## src/rtl/json_token_child_walker_top_assert.svh

```systemverilog
// assertion macros for the json token child walker
`ifndef JSON_TOKEN_CHILD_WALKER_TOP_ASSERT_SVH
`define JSON_TOKEN_CHILD_WALKER_TOP_ASSERT_SVH

`ifndef ASSERT_OFF
`define JTCW_ASSERT(lbl, prop) \
	lbl: assert property (@(posedge clk) disable iff (!arst_n) prop) \
	else $error("json token child walker: assertion failed");
`define JTCW_ASSERT_RST(lbl, prop) \
	lbl: assert property (@(posedge clk) prop) \
	else $error("json token child walker: reset assertion failed");
`else
`define JTCW_ASSERT(lbl, prop)
`define JTCW_ASSERT_RST(lbl, prop)
`endif

`endif

```

## src/rtl/jtcw_pkg.sv

```systemverilog
// shared types and constants for the json token child walker
`timescale 1ns / 1ps
package jtcw_pkg;

	localparam int POS_W = 16;
	localparam int IDX_W = 7;
	localparam int VAL_W = 8;
	localparam int OP_W  = 3;

	localparam logic [OP_W-1:0] OP_LOAD      = 3'd0;
	localparam logic [OP_W-1:0] OP_ARR_COUNT = 3'd1;
	localparam logic [OP_W-1:0] OP_ARR_NTH   = 3'd2;
	localparam logic [OP_W-1:0] OP_OBJ_COUNT = 3'd3;
	localparam logic [OP_W-1:0] OP_OBJ_KEY   = 3'd4;
	localparam logic [OP_W-1:0] OP_OBJ_VAL   = 3'd5;

	localparam logic ST_OK      = 1'b0;
	localparam logic ST_NO_DATA = 1'b1;

	typedef struct packed {
		logic [OP_W-1:0]  opcode;
		logic [IDX_W-1:0] load_slot;
		logic [POS_W-1:0] span_start;
		logic [POS_W-1:0] span_end;
		logic [IDX_W-1:0] container_index;
		logic [IDX_W-1:0] child_pos;
	} in_word_t;

	typedef struct packed {
		logic             status;
		logic [VAL_W-1:0] result_value;
	} out_word_t;

	typedef struct packed {
		logic [POS_W-1:0] hi;
		logic [POS_W-1:0] lo;
	} span_t;

	typedef struct packed {
		logic past_end;
		logic child;
		logic hit;
	} step_flags_t;

endpackage

```

## src/rtl/jtcw_step.sv

```systemverilog
// shared compare unit: judges one walked token against the container
`timescale 1ns / 1ps
module jtcw_step import jtcw_pkg::*; #(
	parameter int KW = 8
) (
	input  logic [POS_W-1:0] tok_lo,
	input  logic [POS_W-1:0] tok_hi,
	input  logic [POS_W-1:0] next_hi,
	input  logic [POS_W-1:0] cend,
	input  logic [POS_W-1:0] prev,
	input  logic [KW-1:0]    kids,
	input  logic [IDX_W-1:0] elem,
	input  logic             is_obj,
	input  logic             want_on,
	output step_flags_t      flags,
	output logic [POS_W-1:0] prev_nxt,
	output logic [KW-1:0]    kids_nxt
);

	localparam int EW = (KW > IDX_W) ? KW : IDX_W;

	logic past_end;
	logic child;

	assign past_end = tok_lo > cend;
	assign child    = !past_end && (tok_lo > prev);

	assign flags.past_end = past_end;
	assign flags.child    = child;
	assign flags.hit      = child && want_on && (EW'(kids) == EW'(elem));

	// object child ends where its value ends
	assign prev_nxt = is_obj ? next_hi : tok_hi;
	assign kids_nxt = kids + KW'(1);

endmodule

```

## config.mk

```make
export PLATFORM = sky130hd
export DESIGN_NAME = jtcw_step
export DESIGN_NICKNAME = d
export VERILOG_FILES = /design/src/rtl/json_token_child_walker_top_assert.svh /design/src/rtl/jtcw_pkg.sv /design/src/rtl/jtcw_step.sv
export SDC_FILE = /design/constraint.sdc
export NUM_CORES = 1
export LEC_CHECK = 0
export BUFFER_PORTS_ARGS = -buffer_cell sky130_fd_sc_hd__buf_2
export CAP_MARGIN = 40
export CORE_ASPECT_RATIO = 1.5
export CORE_MARGIN = 2
export CORE_UTILIZATION = 40
export DETAILED_ROUTE_END_ITERATION = 12
export GPL_ROUTABILITY_DRIVEN = 0
export PLACE_DENSITY_LB_ADDON = 0.15
export SYNTH_ARGS = -nofsm -noshare
export SYNTH_HDL_FRONTEND = slang
export SYNTH_SLANG_ARGS = --single-unit
```

## constraint.sdc

```tcl
create_clock -name vclk -period 5.1
set_clock_uncertainty 0.1 [all_clocks]
set_input_delay 0.51 -clock vclk [all_inputs]
set_output_delay 0.51 -clock vclk [all_outputs]
set_load 0.01 [all_outputs]
```

==> impl_metrics.json <==
{
  "outcome": "completed",
  "fin_setup_tns_ns": 0,
  "ys_seq_area_share_pct": 0,
  "crit_type": "input pin to output port",
  "start_util_pct": 41.3,
  "cts_resized": 0,
  "place_area_um2": 1840,
  "period_share_pct": 56.0,
  "synth_cell_type_count": 28,
  "dp_hpwl_um": 3360,
  "power_w": 0.000143,
  "die_x_um": 48.6,
  "grt_pass1_vias": 1493,
  "setup_violations": 0,
  "nClkBuffers": 0,
  "synth_area_um2": 1190,
  "grt.overflow.total": 0,
  "final_area_um2": 1840,
  "drv_cap": 0,
  "routed_wl_um": 3570,
  "grt.total_usage_pct": 20.4,
  "coreArea_um2": 2880,
  "cp-start-kind": "input pin",
  "cellLeakagePower_nw": 1.12,
  "yosysWarningCount": 0,
  "max_slew.worst_pin.slew_ns": 0.437,
  "diodes": 0,
  "first_pass_iters": 3,
  "synth.avg_cell_area_um2": 7.64,
  "syn2layout_area_growth_pct": 54.3,
  "powerDensity_nw_per_um2": 78.1,
  "antenna_found_initial": 0,
  "arrival_ns": 2.24,
  "dr.first_iter.drc_count": 8,
  "crit_path_end_kind": "output port",
  "port_buffers": 124,
  "nFillCells": 302,
  "path_max_fanout": 3,
  "grt_pass1_wl_um": 5940,
  "hold_viol": 0,
  "cts_setup_buffers": 0,
  "finish.net_count": 408,
  "die-height_um": 70.8,
  "synth_fp_nets": 286,
  "synthCells": 156,
  "max_freq_mhz": 350,
  "period_needed_ns": 2.85,
  "worst-endpoint-required_ns": 4.49,
  "via_count": 1489,
  "wire_per_inst_um": 11.3,
  "multi_input_area_um2": 1050,
  "grt_max_degree": 17,
  "drive_gt1_share_pct": 51.1,
  "flops_and_latches": 0,
  "rsz0062_at_grt": "no",
  "io_pins": 124,
  "hold_path_class": "input pin to output port",
  "peakVddDrop_v": 0.0000476,
  "ff_latch_area_um2": 0,
  "post-route-util_pct": 63.8,
  "rows": 24,
  "routed_via_density": 4.73,
  "drv_slew": 0,
  "die_area_um2": 3440,
  "ant_nets": 0,
  "cts_hold_buf": 0,
  "slew_headroom_pct": 70.6,
  "drc": 0
}
[metal layers]
| metal | global-route usage [%] | routed length (um) | vias to the layer above |
|---|---|---|---|
| met5 | 0 | 0 | - |
| met2 | 41.5 | 1850 | 67 |
| met1 | 22.8 | 1410 | 627 |
| met4 | 0.952 | 21 | 0 |
| li1 | - | - | 793 |
| met3 | 3.16 | 289 | 2 |
[worst max-delay path: stages]
cell and delay (ns):
buf_2 0.11, ha_1 0.31, a21oi_1 0.15, nand2_1 0.07
a221o_1 0.33, o31a_1 0.34, nor4_2 0.26, buf_2 0.16
[cells by family (layout without fill, tap and decap cells)]
logic type      count (synthesis)  count (layout)  synth area share (%)
compound gates                 23              23                  12.0
xor+xnor                       13              13                  9.56
fa+ha+maj                      33              33                  34.7
buf+inv                        36             156                  12.0
mux                            16              16                  15.1
simple gates                   35              35                  16.7
[power breakdown]
part / switching, W / internal (W)
sequential: 0 / 0
combinational: 0.0000669 / 0.0000766
clock: 0 / 0
[cell usage after synthesis]
cell type	count	area share [%]
a21o_1	2	1.3
nor4_2	1	1.1
nor2_1	2	0.63
a21oi_1	12	5.0
o21ai_0	3	1.3
nand4_1	9	4.7
a2111oi_0	1	0.74
a21boi_0	1	0.63
buf_4	2	1.3
clkbuf_1	1	0.31
xnor2_1	6	4.4
a221o_1	2	1.7
xor2_1	7	5.1
and3_1	1	0.53
mux2_2	16	15
nor4_1	3	1.6
o211ai_1	1	0.63
o31a_1	1	0.74
nor3b_1	1	0.63
buf_1	1	0.31
nand2_1	6	1.9
nor2b_1	2	1.1
and2_1	1	0.53
nor3_1	2	0.84
nand3_1	6	2.5
ha_1	33	35
and4_1	1	0.74
inv_1	32	10
[cells in the final DEF (no fill, tap or decap), types with 2 or more instances in the layout]
cell type,count
inv_1,32
a21o_1,2
a21oi_1,12
o21ai_0,3
nor2b_1,2
xnor2_1,6
nor3_1,2
nand4_1,9
nand3_1,6
nand2_1,6
nor2_1,2
mux2_2,16
xor2_1,7
ha_1,33
a221o_1,2
nor4_1,3
buf_2,124
[stage by stage]
| step | hold WS, ns | setup WS [ns] | instances |
|---|---|---|---|
| final | 1.21 | 2.25 | 315 |
| after global routing | 1.23 | 2.05 | 315 |
| after CTS | 1.21 | 2.23 | 315 |
| after detailed placement | 1.21 | 2.23 | 315 |
| after global placement | 1.20 | 2.25 | 315 |
| after floorplan | 0.964 | 2.45 | 156 |
[worst paths after layout]
| path | startpoint | slack, ns | end | depth (start not counted) |
|---|---|---|---|---|
| max | tok_lo[14] | 2.25 | flags[0] | 8 |
| min | kids[7] | 1.21 | kids_nxt[7] | 3 |
[area by class of cell]
type | instances | area share, %
repair buffers | 124 | 33.8
well taps | 39 | 2.65
multi-input cells | 120 | 57.0
inverters | 32 | 6.54
No activity file was read; power rests on OpenSTA's default activity.
